## src/design/dstq_pkg.sv

```systemverilog
// Package for the deadline-sorted task queue.
// Holds sizes, operation and status codes, and the item and slot types.
// Used by every module in the design folder.
package dstq_pkg;

	localparam int CAPACITY = 16;
	localparam int IDX_W    = (CAPACITY > 1) ? $clog2(CAPACITY) : 1;
	localparam int CNT_W    = $clog2(CAPACITY + 1);

	localparam logic OP_INSERT = 1'b0;
	localparam logic OP_REMOVE = 1'b1;

	localparam logic [1:0] STATUS_DONE      = 2'd0;
	localparam logic [1:0] STATUS_NOT_FOUND = 2'd1;
	localparam logic [1:0] STATUS_FULL      = 2'd2;

	typedef struct packed {
		logic        operation;
		logic [15:0] deadline;
		logic [15:0] task_id;
	} req_item_t;

	typedef struct packed {
		logic [1:0]  status;
		logic [15:0] assigned_id;
		logic [4:0]  occupancy;
		logic        head_valid;
		logic [15:0] head_id;
		logic [15:0] head_deadline;
	} rsp_item_t;

	typedef struct packed {
		logic [15:0] deadline;
		logic [15:0] id;
	} slot_t;

	// Finished step handed from the sequencer to the output register
	typedef struct packed {
		logic             valid;
		logic [1:0]       status;
		logic [15:0]      assigned_id;
		logic [CNT_W-1:0] count;
		slot_t            head;
	} fin_t;

endpackage

```

## src/design/deadline_sorted_task_queue.sv

```systemverilog
// Top level of the deadline-sorted task queue: handshakes and result register.
// Depends on dstq_pkg and dstq_ctrl.
//
// Request channel (req_valid, req_ready, req): operation 0 inserts a task
// with the given deadline, operation 1 removes the task carrying task_id.
// Response channel (rsp_valid, rsp_ready, rsp): one item per request with
// status, the id given to an inserted task, occupancy and the head task.
// Tasks are held in deadline order, equal deadlines in arrival order.
// Each request walks the stored tasks once through one compare unit,
// one slot memory read port and one write port. A rejected insert into
// a full queue skips the walk. req_ready is high only while no request
// is being worked on, so the next request is accepted at the earliest in
// the cycle after the response loads. Reset empties the queue and
// restarts the id counter at zero; no clearing pass is needed. A
// response waiting for rsp_ready does not stop the next request from
// being accepted and worked on; that request's response is held until
// the output register is free.
module deadline_sorted_task_queue (
	input  logic                clk,
	input  logic                arst_n,
	input  logic                req_valid,
	output logic                req_ready,
	input  dstq_pkg::req_item_t req,
	output logic                rsp_valid,
	input  logic                rsp_ready,
	output dstq_pkg::rsp_item_t rsp
);
	import dstq_pkg::*;

	logic      idle;
	logic      fin_free;
	fin_t      fin;
	logic      rsp_valid_q;
	rsp_item_t rsp_q;

	assign req_ready = idle;
	assign fin_free  = !rsp_valid_q || rsp_ready;

	dstq_ctrl u_ctrl (
		.clk      (clk),
		.arst_n   (arst_n),
		.start    (req_valid && req_ready),
		.item     (req),
		.fin_free (fin_free),
		.idle     (idle),
		.fin      (fin)
	);

	always_ff @(posedge clk or negedge arst_n) begin
		if (!arst_n) begin
			rsp_valid_q <= 1'b0;
		end else if (fin.valid && fin_free) begin
			rsp_valid_q <= 1'b1;
		end else if (rsp_ready) begin
			rsp_valid_q <= 1'b0;
		end
	end

	// Empty queue reports a zero head
	always_ff @(posedge clk) begin
		if (fin.valid && fin_free) begin
			rsp_q.status        <= fin.status;
			rsp_q.assigned_id   <= fin.assigned_id;
			rsp_q.occupancy     <= 5'(fin.count);
			rsp_q.head_valid    <= (fin.count != '0);
			rsp_q.head_id       <= (fin.count != '0) ? fin.head.id : 16'd0;
			rsp_q.head_deadline <= (fin.count != '0) ? fin.head.deadline : 16'd0;
		end
	end

	assign rsp_valid = rsp_valid_q;
	assign rsp       = rsp_q;

endmodule

```

## src/design/dstq_cmp.sv

```systemverilog
// Shared compare unit of the task queue.
// Insert: later-deadline test; remove: id match. Depends on dstq_pkg.
module dstq_cmp (
	input  logic          mode,
	input  logic [15:0]   key,
	input  dstq_pkg::slot_t slot,
	output logic          hit
);
	import dstq_pkg::*;

	always_comb begin
		case (mode)
			OP_INSERT: hit = (slot.deadline > key);
			OP_REMOVE: hit = (slot.id == key);
			default:   hit = 1'b0;
		endcase
	end

endmodule

```

## src/design/dstq_ctrl.sv

```systemverilog
// Sequencer and slot memory of the task queue.
// Walks the stored slots at most once per item through the shared compare unit.
// Depends on dstq_pkg and dstq_cmp.
module dstq_ctrl (
	input  logic                clk,
	input  logic                arst_n,
	input  logic                start,
	input  dstq_pkg::req_item_t item,
	input  logic                fin_free,
	output logic                idle,
	output dstq_pkg::fin_t      fin
);
	import dstq_pkg::*;

	localparam logic [1:0] S_IDLE = 2'd0;
	localparam logic [1:0] S_RUN  = 2'd1;
	localparam logic [1:0] S_FIN  = 2'd2;

	logic [1:0]       state_q;
	logic             op_q;
	logic [15:0]      key_q;
	slot_t            carry_q;
	logic             moved_q;
	logic [CNT_W-1:0] count_q;
	logic [15:0]      idc_q;
	logic [CNT_W-1:0] addr_q;
	logic             rd_valid_s1;
	logic [IDX_W-1:0] rd_idx_s1;
	slot_t            rdata_s1;
	slot_t            head_q;
	logic [1:0]       status_q;
	logic [15:0]      assigned_q;

	slot_t            mem_q [CAPACITY];

	logic             hit;
	logic             issue;
	logic             finish;
	logic             we;
	logic [IDX_W-1:0] waddr;
	slot_t            wdata;

	dstq_cmp u_cmp (
		.mode (op_q),
		.key  (key_q),
		.slot (rdata_s1),
		.hit  (hit)
	);

	assign issue  = (state_q == S_RUN) && (addr_q != count_q);
	assign finish = (state_q == S_RUN) && (addr_q == count_q) && !rd_valid_s1;

	// Insert: from the first later deadline on, push each slot one place down.
	// Remove: after the match, pull each slot one place up.
	always_comb begin
		we    = 1'b0;
		waddr = rd_idx_s1;
		wdata = carry_q;
		if (rd_valid_s1) begin
			if (op_q == OP_INSERT) begin
				we = moved_q || hit;
			end else begin
				we    = moved_q;
				waddr = rd_idx_s1 - 1'b1;
				wdata = rdata_s1;
			end
		end else if (finish && op_q == OP_INSERT) begin
			we    = 1'b1;
			waddr = count_q[IDX_W-1:0];
		end
	end

	always_ff @(posedge clk) begin
		if (we) begin
			mem_q[waddr] <= wdata;
		end
		if (issue) begin
			rdata_s1 <= mem_q[addr_q[IDX_W-1:0]];
			rd_idx_s1 <= addr_q[IDX_W-1:0];
		end
	end

	always_ff @(posedge clk or negedge arst_n) begin
		if (!arst_n) begin
			state_q     <= S_IDLE;
			op_q        <= OP_INSERT;
			key_q       <= '0;
			carry_q     <= '0;
			count_q     <= '0;
			idc_q       <= '0;
			addr_q      <= '0;
			rd_valid_s1 <= 1'b0;
			moved_q     <= 1'b0;
			status_q    <= STATUS_DONE;
			assigned_q  <= '0;
		end else begin
			case (state_q)
				S_IDLE: begin
					if (start) begin
						op_q    <= item.operation;
						key_q   <= (item.operation == OP_INSERT) ? item.deadline : item.task_id;
						carry_q <= '{deadline: item.deadline, id: idc_q};
						moved_q <= 1'b0;
						addr_q  <= '0;
						if (item.operation == OP_INSERT && count_q == CNT_W'(CAPACITY)) begin
							status_q   <= STATUS_FULL;
							assigned_q <= '0;
							state_q    <= S_FIN;
						end else begin
							state_q <= S_RUN;
						end
					end
				end
				S_RUN: begin
					rd_valid_s1 <= issue;
					if (issue) begin
						addr_q <= addr_q + 1'b1;
					end
					if (rd_valid_s1) begin
						if (op_q == OP_INSERT) begin
							if (moved_q || hit) begin
								carry_q <= rdata_s1;
								moved_q <= 1'b1;
							end
						end else if (hit) begin
							moved_q <= 1'b1;
						end
					end
					if (finish) begin
						state_q <= S_FIN;
						if (op_q == OP_INSERT) begin
							count_q    <= count_q + 1'b1;
							idc_q      <= idc_q + 16'd1;
							status_q   <= STATUS_DONE;
							assigned_q <= idc_q;
						end else begin
							assigned_q <= '0;
							if (moved_q) begin
								count_q  <= count_q - 1'b1;
								status_q <= STATUS_DONE;
							end else begin
								status_q <= STATUS_NOT_FOUND;
							end
						end
					end
				end
				S_FIN: begin
					if (fin_free) begin
						state_q <= S_IDLE;
					end
				end
				default: state_q <= S_IDLE;
			endcase
		end
	end

	// Mirror slot 0 so the head needs no extra read
	always_ff @(posedge clk) begin
		if (we && waddr == '0) begin
			head_q <= wdata;
		end
	end

	assign idle            = (state_q == S_IDLE);
	assign fin.valid       = (state_q == S_FIN);
	assign fin.status      = status_q;
	assign fin.assigned_id = assigned_q;
	assign fin.count       = count_q;
	assign fin.head        = head_q;

	a_count_bound: assert property (@(posedge clk) disable iff (!arst_n)
		count_q <= CNT_W'(CAPACITY))
		else $error("occupancy beyond capacity");

	a_read_in_run: assert property (@(posedge clk) disable iff (!arst_n)
		rd_valid_s1 |-> state_q == S_RUN)
		else $error("slot read outside a pass");

	a_id_advance: assert property (@(posedge clk) disable iff (!arst_n)
		finish && op_q == OP_INSERT |=> idc_q == 16'($past(idc_q) + 16'd1))
		else $error("id counter did not advance on insert");

	a_full_status: assert property (@(posedge clk) disable iff (!arst_n)
		state_q == S_FIN && status_q == STATUS_FULL |-> count_q == CNT_W'(CAPACITY))
		else $error("full status with free slots");

	a_no_write_idle: assert property (@(posedge clk) disable iff (!arst_n)
		state_q != S_RUN |-> !we)
		else $error("slot write outside a pass");

endmodule
```

## config.mk

```make
export PLATFORM = sky130hd
export DESIGN_NAME = deadline_sorted_task_queue
export DESIGN_NICKNAME = d
export VERILOG_FILES = /design/src/design/dstq_pkg.sv /design/src/design/deadline_sorted_task_queue.sv /design/src/design/dstq_cmp.sv /design/src/design/dstq_ctrl.sv
export SDC_FILE = /design/constraint.sdc
export NUM_CORES = 1
export LEC_CHECK = 0
export ABC_CLOCK_PERIOD_IN_PS = 11910
export BUFFER_PORTS_ARGS = -buffer_cell sky130_fd_sc_hd__buf_2
export CORE_ASPECT_RATIO = 0.8
export CORE_UTILIZATION = 50
export CTS_CLUSTER_SIZE = 12
export DETAILED_ROUTE_END_ITERATION = 8
export MAX_ROUTING_LAYER = met4
export PLACE_DENSITY = 0.66
export RECOVER_POWER = 25
export SLEW_MARGIN = 20
export SYNTH_ARGS = -nofsm -noshare
export SYNTH_HDL_FRONTEND = slang
export SYNTH_SLANG_ARGS = --single-unit
```

## constraint.sdc

```tcl
create_clock -name clk -period 11.91 [get_ports clk]
set_input_delay 1.191 -clock clk [delete_from_list [all_inputs] [get_ports clk]]
set_output_delay 1.191 -clock clk [all_outputs]
set_load 0.01 [all_outputs]
```

==> key figures, run 1 <==
Critical path
  – Critical path, cell by cell: clkbuf_1, clkbuf_1
  – Worst r2r src: u_ctrl.addr_q[3]
  – Critical Path Most Common Cell: clkbuf_1
  – Crit. End Element: asynchronous set/reset pin
  – CP required: 11.51 ns
  – Crit start category: primary input
  – CP startpoint: arst_n
  – Crit Path Max Fanout: roughly 60
  – Crit path buf inv count: 2
  – Crit path max-delay family: buffers and inverters
  – Crit path DAT: 5.43 ns
  – Worst path max stage delay: approximately 2.7 ns
  – Crit Path Category: primary input to asynchronous set/reset pin
  – Crit-path slowest cell: clkbuf_1

Timing
  – RSZ-0062 raised after global routing: false
  – Slew Limit Fails: ~450
  – WHS: 0.441 ns
  – Fmax: approximately 170 MHz
  – Clock Skew: around 0.018 ns
  – Final setup fails: 0
  – Final cycle utilization of the critical path: 0.490
  – Worst Tran Pin Value: roughly 3.6 ns
  – Final hold violations: 0
  – Final worst slack: between 6 and 7 ns
  – Tmin final: a little under 6 ns
  – Slew headroom: -1.41
  – Setup TNS: 0 ns

Placed design
  – Port bufs: 94
  – Setup WS pre-CTS: 7.86 ns
  – Post-Place Cells: 2,234
  – DPL Wire Length: 38,900 µm
  – Gpl congestion: about 0.85

Pwr
  – Pwr Density: 284 mW/mm²
  – VDD IR max: between 0.1 and 0.15 mV
  – Pwr Total: 9.00 mW
  – Pleak: 10.6 nW

Route
  – DR iter-0 viols: roughly 1,400
  – Routed WL: about 63,000 µm
  – WL per Instance: around 27 µm
  – Routed Antenna Nets: 0
  – Via density: 5.90
  – DRC Markers: 0
  – TritonRoute pass-1 iters: 5
  – DR vias: between 10,000 and 15,000

Clock tree
  – Sink Count: about 700
  – # H-tree levels: 3
  – Setup repair bufs after CTS: 0
  – PostCTS Resize Cnt: 0
  – Worst-Skew Late Latency: 0.61 ns
  – CTS max path bufs: 3
  – CTS tree: yes
  – CTS Root Cell: clkbuf_16
  – Reg clk slew, reported paths: ~0.06 ns
  – Hold buffers post-CTS: 0
  – TritonCTS buffer count: around 70

Synthesis
  – Syn Nets: between 1,000 and 1,500
  – Post-synth EDFFs: 604
  – Most frequent cell after synthesis: edfxtp_1
  – #FFs+latches synth: ~700
  – Mean Syn Cell Area: approximately 20 µm²
  – Synth area leaders: edfxtp_1 (64%), mux4_2 (13%), dfrtp_1 (8.7%), mux2_2 (3.9%), ha_1 (0.98%)
  – FFs w/ async S/R, synth: 0.140
  – Yosys top cell area share: 0.644
  – Ys flop type: edfxtp_1
  – Mapped cell area: between 0.02 and 0.03 mm²
  – Sequential fraction of the synthesis area: 0.731
  – Ys Warns: 0
  – Netlist cell types: 61
  – Post-synth top area cell: edfxtp_1
  – Synth cell count leaders: edfxtp_1 (604), mux4_2 (160), dfrtp_1 (98)
  – Gate Count Post-Synth: between 1,000 and 1,500

Final layout
  – Share of cells above drive strength 1: 0.269
  – Final layout net count: roughly 1,600
  – Layout area overhead: 12.4%
  – Final Non-Filler Cells: 2,348

Floorplanning
  – Die area: 0.0573 mm²
  – Die width: ~270 µm
  – Die height: 214 µm
  – Initial Util: 0.508
  – Core Rows: 77
  – Core area: around 0.055 mm²
  – I/O pin count: 95

Run status
  – Violations in the final reports: capacitance limit, slew limit
  – Status: complete, but fails checks

Global route
  – First-pass GRT wire length: 94,600 µm
  – Global-route usage over all layers: 0.236
  – Initial antenna violation count: 3
  – Largest net degree at the start of global routing: 72
  – Gr ovfl total: 0
  – Number of global-route vias before repair: 14,200

Job
  – Max Cap Viol: 10

Min path
  – Worst hold path class: flop to flop
  – Min-delay src: u_ctrl.status_q[0]
==> worst paths after layout <==
path / end / slack [ns] / cells past startpoint
max: u_ctrl.addr_q[3] / 6.08 / 2
max in group clk: u_ctrl.mem_q[3][14] / 6.11 / 8
min: rsp[54] / 0.44 / 0
max reg2reg: u_ctrl.mem_q[3][14] / 6.11 / 8
min reg2reg: rsp[54] / 0.44 / 0
min in group asynchronous: u_ctrl.assigned_q[6] / 1.24 / 1
==> report_power, final <==
group          switching [mW]  internal, mW
combinational            1.64          1.17
clock                   0.879          1.21
sequential              0.418          3.69
total                    2.94          6.06
==> sequential cells by signal, summed over array words and instances (netlist names), 2 cells and up <==
signal and flops:
rsp 56, u_ctrl.addr_q 5, u_ctrl.assigned_q 16, u_ctrl.carry_q 32, u_ctrl.count_q 5, u_ctrl.idc_q 16, u_ctrl.key_q 16, u_ctrl.mem_q 511
u_ctrl.rd_idx_s1 4, u_ctrl.rdata_s1 32, u_ctrl.state_q 2, u_ctrl.status_q 2
==> cell usage in the layout (no fill, tap or decap), types with 3 or more instances in the layout <==
| cell | n |
|---|---|
| mux2_2 | 92 |
| nand3_1 | 22 |
| mux2i_1 | 17 |
| clkinv_1 | 4 |
| ha_1 | 22 |
| mux2_1 | 7 |
| nor2_1 | 29 |
| a22o_1 | 6 |
| a21o_1 | 4 |
| nand2b_1 | 5 |
| dfrtp_1 | 97 |
| xor2_1 | 18 |
| or3_1 | 3 |
| and2_1 | 3 |
| edfxtp_1 | 604 |
| a21oi_1 | 30 |
| xnor2_1 | 26 |
| nor3_1 | 5 |
| nand2_1 | 26 |
| buf_2 | 36 |
| clkbuf_16 | 75 |
| mux4_2 | 160 |
| nor2b_1 | 38 |
| o21ai_1 | 4 |
| clkbuf_1 | 87 |
| clkbuf_8 | 6 |
| nor4_1 | 4 |
| buf_4 | 27 |
| o21ai_0 | 17 |
| nor3_2 | 16 |
| and3_1 | 6 |
| nand4_1 | 11 |
| inv_1 | 44 |
==> kinds of logic after synthesis <==
| group | Yosys count | share of synthesized area |
|---|---|---|
| AO/OA/AOI/OAI | 85 | 0.0195 |
| XOR/XNOR | 44 | 0.0137 |
| adder cells (fa/ha/maj) | 23 | 0.0105 |
| buffers and inverters | 113 | 0.0167 |
| flip-flops | 702 | 0.731 |
| multiplexers | 276 | 0.174 |
| AND/OR/NAND/NOR | 183 | 0.0351 |
==> routing by layer <==
layer  track usage  up-vias  wire length, µm
met1         0.350     7324            28900
met4        0.0655        0             1590
met2         0.328      476            27800
met3        0.0575       98             4800
met5             -        -                0
li1              -     5965                -
==> through the flow <==
step	util	area, µm²
after floorplan	-	28200
after global placement	0.534	29600
after detailed placement	0.534	29600
after CTS	0.573	31800
after global routing	0.571	31700
final	0.571	31700
==> cell type report <==
class,count,area [µm²]
fill,4228,23800
inverter,44,165
sequential,702,20600
tap,750,938
clock buffer,104,2050
clock inverter,9,83.8
antenna,1,2.50
multi-input combinational,611,7220
timing repair buffer,127,623
No activity file was read; power rests on OpenSTA's default activity.
==> run 2: changes to the inputs <==
ABC_CLOCK_PERIOD_IN_PS = 6000   (was 11910)
clock period = 6 ns   (was 11.91 ns; I/O delays follow)
==> key figures, run 2 (same netlist as run 1, synthesis figures left out) <==
Run status
  – Status: complete, but fails checks
  – Violations in the final reports: capacitance limit, slew limit

Global route
  – First-pass GRT wire length: 94,900 µm (+0.36%)
  – Number of global-route vias before repair: 14,200 (-0.49%)
  – Largest net degree at the start of global routing: 54 (-25%)
  – Gr ovfl total: 0 (unchanged)
  – Global-route usage over all layers: 0.238 (+0.00172)
  – Initial antenna violation count: 1 (-2)

Critical path
  – Crit Path Category: flop to flop
  – Crit Path Max Fanout: 39 (-36%)
  – Worst reg-to-reg setup slack: 1.37 ns (-4.74 ns)
  – Crit start category: flop
  – Reg2Reg Depth: 6 (-2)
  – Crit path DAT: 4.89 ns (-0.54 ns)
  – Crit. End Element: flop
  – Worst R2R End: u_ctrl.mem_q[11][7]
  – CP required: 6.26 ns (-5.25 ns)
  – Worst r2r src: u_ctrl.rd_valid_s1
  – CP startpoint: u_ctrl.rd_valid_s1
  – CP Capture Point: u_ctrl.mem_q[11][7]

Timing
  – Clock Skew: 0.0230 ns (+0.00459 ns)
  – RSZ-0062 raised after global routing: false
  – Worst Tran Pin Value: 3.63 ns (+0.0196 ns)
  – Setup TNS: 0 ns (unchanged)
  – Final hold violations: 0 (unchanged)
  – Final setup fails: 0 (unchanged)
  – Slew headroom: -1.42 (-0.0131)
  – Tmin final: about 4.6 ns
  – Final cycle utilization of the critical path: 0.772
  – WHS: 0.297 ns (-0.145 ns)
  – Fmax: 216 MHz
  – Slew Limit Fails: 303 (-33%)

Route
  – Via density: 5.92 (+0.20%)
  – TritonRoute pass-1 iters: 5 (unchanged)
  – DRC Markers: 0 (unchanged)
  – DR iter-0 viols: 1,502 (+7.2%)
  – Routed Antenna Nets: 0 (unchanged)
  – WL per Instance: 27.1 µm (+0.64%)
  – Routed WL: 64,200 µm (+1.6%)
  – DR vias: 14,000 (+1.2%)

Placed design
  – DPL Wire Length: 38,800 µm (-0.38%)
  – Gpl congestion: 0.881 (+3.6%)
  – Port bufs: 94 (unchanged)

Clock tree
  – Sink Count: 702 (unchanged)
  – CTS Root Cell: clkbuf_16
  – Setup repair bufs after CTS: 0 (unchanged)
  – PostCTS Resize Cnt: 0 (unchanged)
  – Reg clk slew, reported paths: 0.06 ns (about the same)
  – Hold buffers post-CTS: 0 (unchanged)
  – # H-tree levels: 3 (unchanged)
  – TritonCTS buffer count: 72 (+1.4%)
  – Worst-Skew Late Latency: 0.62 ns (about the same)
  – CTS tree: yes
  – CTS max path bufs: 3 (unchanged)

Final layout
  – Layout area overhead: 12.8%
  – Fin util: 0.573 (+0.00178)
  – Commonest non-fill, non-tap cells in the layout: edfxtp_1 (604), mux4_2 (160), clkbuf_1 (95), dfrtp_1 (94), mux2_2 (91)
  – Largest Register: u_ctrl.mem_q
  – Share of cells above drive strength 1: 0.272 (+0.00298)
  – Max FFs per register: 511 (unchanged)
  – Final layout net count: 1,627 (+0.62%)
  – Commonest non-fill, non-tap cell in the layout: edfxtp_1

Job
  – Max Cap Viol: 8 (-2)

Floorplanning
  – Die area: 0.0573 mm² (unchanged)
  – Core Rows: 77 (unchanged)
  – Die width: 267 µm (unchanged)
  – I/O pin count: 95 (unchanged)
  – Core area: 0.0555 mm² (unchanged)
  – Initial Util: 0.508 (unchanged)
  – Die height: 214 µm (unchanged)

Min path
  – Worst hold path class: primary input to flop

Pwr
  – VDD IR max: 0.347 mV (+150%)
  – Internal power: 12.0 mW (+97%)
  – Sw Ratio: 0.324 (-0.00249)
  – Clock share of power: 0.235 (+0.003)
  – Psw: 5.74 mW (+95%)
  – Pwr Density: 557 mW/mm² (+96%)
  – Share of total power in sequential cells: 0.450 (-0.006)
  – Pleak: 10.7 nW (+0.41%)
  – Comb pwr share: 0.315 (+0.003)
-- run 2: cell count changes in the layout (fill, tap and decap cells not counted), moves of 2 or more --
| cell | delta |
|---|---|
| dfrtp_4 | +2 |
| buf_4 | +9 |
| clkinv_8 | +2 |
| clkbuf_1 | +8 |
| clkinv_1 | +4 |
| dfrtp_1 | -3 |
| inv_6 | +3 |
-- run 2: worst max-delay path, cell delays in order, from the launching register on --
cell	delay, ns
dfrtp_1	0.58
nand2_1	1.52
nand2_1	0.30
nor3_1	0.22
a311oi_1	0.15
nor3_2	0.96
buf_4	0.52
-- run 2: power groups by stage --
| stage | sequential (mW) | combinational [mW] | clock [mW] |
|---|---|---|---|
| after floorplan | 7.74 | 3.95 | 0 |
| after global placement | 7.99 | 5.49 | 0 |
| after detailed placement | 8.03 | 5.61 | 0 |
| after CTS | 7.94 | 5.62 | 4.23 |
| after global routing | 8.05 | 6.02 | 4.42 |
| final | 7.96 | 5.58 | 4.17 |
-- run 2: worst min path at each step --
stage,startpoint,end,slack [ns],cells past startpoint
after floorplan,arst_n,rsp_valid,0.30,0
after global placement,u_ctrl.assigned_q[6],rsp[44],0.43,0
after detailed placement,u_ctrl.status_q[0],rsp[54],0.43,0
after CTS,arst_n,u_ctrl.assigned_q[7],0.05,1
after global routing,rsp_ready,rsp_valid,0.29,3
final,rsp_ready,rsp_valid,0.30,3
-- run 2: routing by layer --
metal	track usage	vias up	share of wire
li1	-	6007	-
met1	0.362	7398	0.46
met2	0.324	533	0.44
met3	0.0540	89	0.075
met4	0.0628	0	0.023
met5	-	-	0
-- run 2: cell type report --
| type | count | area [µm²] |
|---|---|---|
| multi-input combinational | 611 | 7210 |
| sequential | 702 | 20600 |
| fill | 4218 | 23700 |
| timing repair buffer | 136 | 691 |
| inverter | 44 | 165 |
| clock inverter | 17 | 128 |
| antenna | 1 | 2.50 |
| clock buffer | 110 | 2040 |
| tap | 750 | 938 |
-- run 2: stage by stage --
step | power, mW | std cells | cell area [µm²] | worst slack [ns]
finish | 17.7 | 2371 | 31800 | 1.37
global route | 18.5 | 2371 | 31800 | 1.00
CTS | 17.8 | 2370 | 31900 | 1.66
detailed placement | 13.6 | 2243 | 29700 | 1.69
global placement | 13.5 | 2243 | 29700 | 1.80
floorplan | 11.7 | 1426 | 28200 | 1.28
==> run 3: changes to the inputs <==
ABC_CLOCK_PERIOD_IN_PS = 4800   (was 6000)
clock period = 4.8 ns   (was 6 ns; I/O delays follow)
==> key figures, run 3 (same netlist as run 1, synthesis figures left out) <==
Run status
  – Status: complete, but fails checks
  – Violations in the final reports: capacitance limit, slew limit

Pwr
  – Pwr Density: 698 mW/mm² (+25%)
  – VDD IR max: 0.684 mV (+97%)
  – Pleak: 10.7 nW (+0.23%)

Global route
  – Initial antenna violation count: 2 (+1)
  – Number of global-route vias before repair: 14,300 (+1.1%)
  – Largest net degree at the start of global routing: 134 (+150%)
  – First-pass GRT wire length: 97,400 µm (+2.6%)
  – Gr ovfl total: 0 (unchanged)
  – Global-route usage over all layers: 0.246 (+0.00775)

Clock tree
  – Setup repair bufs after CTS: 0 (unchanged)
  – Hold buffers post-CTS: 0 (unchanged)
  – # H-tree levels: 3 (unchanged)
  – CTS tree: yes
  – Worst-Skew Late Latency: 0.61 ns (about the same)
  – Sink Count: 702 (unchanged)
  – PostCTS Resize Cnt: 0 (unchanged)
  – Reg clk slew, reported paths: 0.06 ns (about the same)
  – CTS Root Cell: clkbuf_16
  – TritonCTS buffer count: 72 (unchanged)
  – CTS max path bufs: 3 (unchanged)

Floorplanning
  – I/O pin count: 95 (unchanged)
  – Die height: 214 µm (unchanged)
  – Die area: 0.0573 mm² (unchanged)
  – Initial Util: 0.508 (unchanged)
  – Die width: 267 µm (unchanged)
  – Core area: 0.0555 mm² (unchanged)
  – Core Rows: 77 (unchanged)

Final layout
  – Fin util: 0.573 (about the same)
  – Share of cells above drive strength 1: 0.275 (+0.00310)
  – Final layout net count: 1,628 (+0.061%)
  – ANT cells: 0 (-1)
  – Max FFs per register: 511 (unchanged)
  – Commonest non-fill, non-tap cell in the layout: edfxtp_1
  – Commonest non-fill, non-tap cells in the layout: edfxtp_1 (604), mux4_2 (160), dfrtp_1 (94), mux2_2 (86), clkbuf_1 (85)
  – Final Non-Filler Cells: 2,359 (-0.51%)
  – # fillers: 4,184 (-0.81%)
  – Layout area overhead: 12.8% (about the same)
  – Largest Register: u_ctrl.mem_q
  – Final Cell Area: 0.0318 mm² (about the same)

Timing
  – Final setup fails: 0 (unchanged)
  – Final cycle utilization of the critical path: 0.795 (+0.0227)
  – Clock Skew: 0.0272 ns (+0.00426 ns)
  – Slew headroom: -1.48 (-0.0648)
  – Final hold violations: 0 (unchanged)
  – Slew Limit Fails: 175 (-42%)
  – RSZ-0062 raised after global routing: false
  – Final worst slack: 0.986 ns (-0.383 ns)
  – Fmax: 262 MHz (+21%)
  – Setup TNS: 0 ns (unchanged)
  – Tmin final: 3.81 ns (-0.817 ns)
  – Worst Tran Pin Value: 3.72 ns (+0.0973 ns)

Min path
  – Worst hold path class: primary input to flop
  – Min-delay src: req[7]
  – Worst hold endpoint: u_ctrl.key_q[7]
  – Hold path cells: 3 (unchanged)

Route
  – Via density: 6.05 (+2.3%)
  – WL per Instance: 27.8 µm (+2.6%)
  – DR vias: 14,300 (+1.8%)
  – TritonRoute pass-1 iters: 5 (unchanged)
  – Routed Antenna Nets: 0 (unchanged)
  – DRC Markers: 0 (unchanged)
  – DR iter-0 viols: 1,519 (+1.1%)
  – Routed WL: 65,600 µm (+2.1%)

Placed design
  – Gpl congestion: 0.890 (+1.0%)
  – Post-Place Cells: 2,244 (+0.045%)
  – Placed inst area: 0.0297 mm² (+0.11%)
  – Port bufs: 94 (unchanged)
  – Setup WS pre-CTS: 1.14 ns (-0.552 ns)
  – DPL Wire Length: 38,800 µm (about the same)

Critical path
  – Crit Path Category: flop to flop
  – Crit. End Element: flop
  – Worst reg-to-reg setup slack: 0.99 ns (-0.38 ns)
  – Worst R2R End: u_ctrl.addr_q[4]
  – Crit Path Max Fanout: 38 (-2.6%)
  – Crit path DAT: 4.30 ns (-0.59 ns)
  – Crit start category: flop
  – CP required: 5.28 ns (-0.98 ns)
  – Reg2Reg Depth: 4 (-2)
  – Worst r2r src: u_ctrl.addr_q[2]

Job
  – Max Cap Viol: 4 (-4)
-- run 3: changes by cell type in the layout (fill, tap and decap cells not counted), moves of 2 or more --
| cell | previous run | this run |
|---|---|---|
| buf_12 | 0 | 2 |
| clkinv_1 | 8 | 1 |
| mux2_1 | 8 | 13 |
| clkinv_2 | 2 | 5 |
| buf_4 | 36 | 38 |
| inv_6 | 4 | 2 |
| mux2_2 | 91 | 86 |
| clkbuf_1 | 95 | 85 |
-- run 3: power breakdown --
part	total [mW]	switching, mW	internal, mW	leakage, nW
sequential	9.87	0.716	9.16	6.73
clock	5.18	2.24	2.94	1.03
combinational	7.11	4.26	2.85	2.95
-- run 3: final cells by class --
cell class                      count  area (µm²)  area share
Clock inverter                     12         110     0.00347
Multi-Input combinational cell    611        7220       0.227
Timing Repair Buffer              137         736      0.0232
Sequential cell                   702       20600       0.648
Tap cell                          750         938      0.0295
Clock buffer                      103        2000      0.0630
Inverter                           44         165     0.00520
-- run 3: worst max path at each step --
stage | startpoint | depth (start not counted) | slack (ns) | to
after floorplan | u_ctrl.rdata_s1[31] | 7 | 0.08 | u_ctrl.mem_q[12][0]
after global placement | u_ctrl.rdata_s1[30] | 7 | 1.28 | u_ctrl.mem_q[7][15]
after detailed placement | u_ctrl.rdata_s1[31] | 7 | 1.14 | u_ctrl.mem_q[7][6]
after CTS | u_ctrl.key_q[15] | 8 | 1.11 | u_ctrl.mem_q[7][6]
after global routing | u_ctrl.addr_q[2] | 4 | 0.80 | u_ctrl.addr_q[4]
final | u_ctrl.addr_q[2] | 4 | 0.99 | u_ctrl.addr_q[4]
-- run 3: critical path, cell delays in order (launching register included) --
cell	delay, ns
dfrtp_2	0.37
clkbuf_1	2.32
nand4_1	0.39
mux2_2	0.44
a22o_1	0.18
-- run 3: through the flow --
step | power (mW) | hold slack (ns)
floorplan | 14.6 | 0.184
global placement | 16.9 | 0.433
detailed placement | 17.1 | 0.435
CTS | 22.3 | 0.00363
global route | 23.2 | 0.214
finish | 22.2 | 0.201
-- run 3: routing by layer --
layer	part of all wire	track usage	up-vias
met5	0	-	-
met4	0.028	0.0726	0
met3	0.077	0.0516	113
met2	0.44	0.338	595
met1	0.45	0.370	7575
li1	-	-	5997
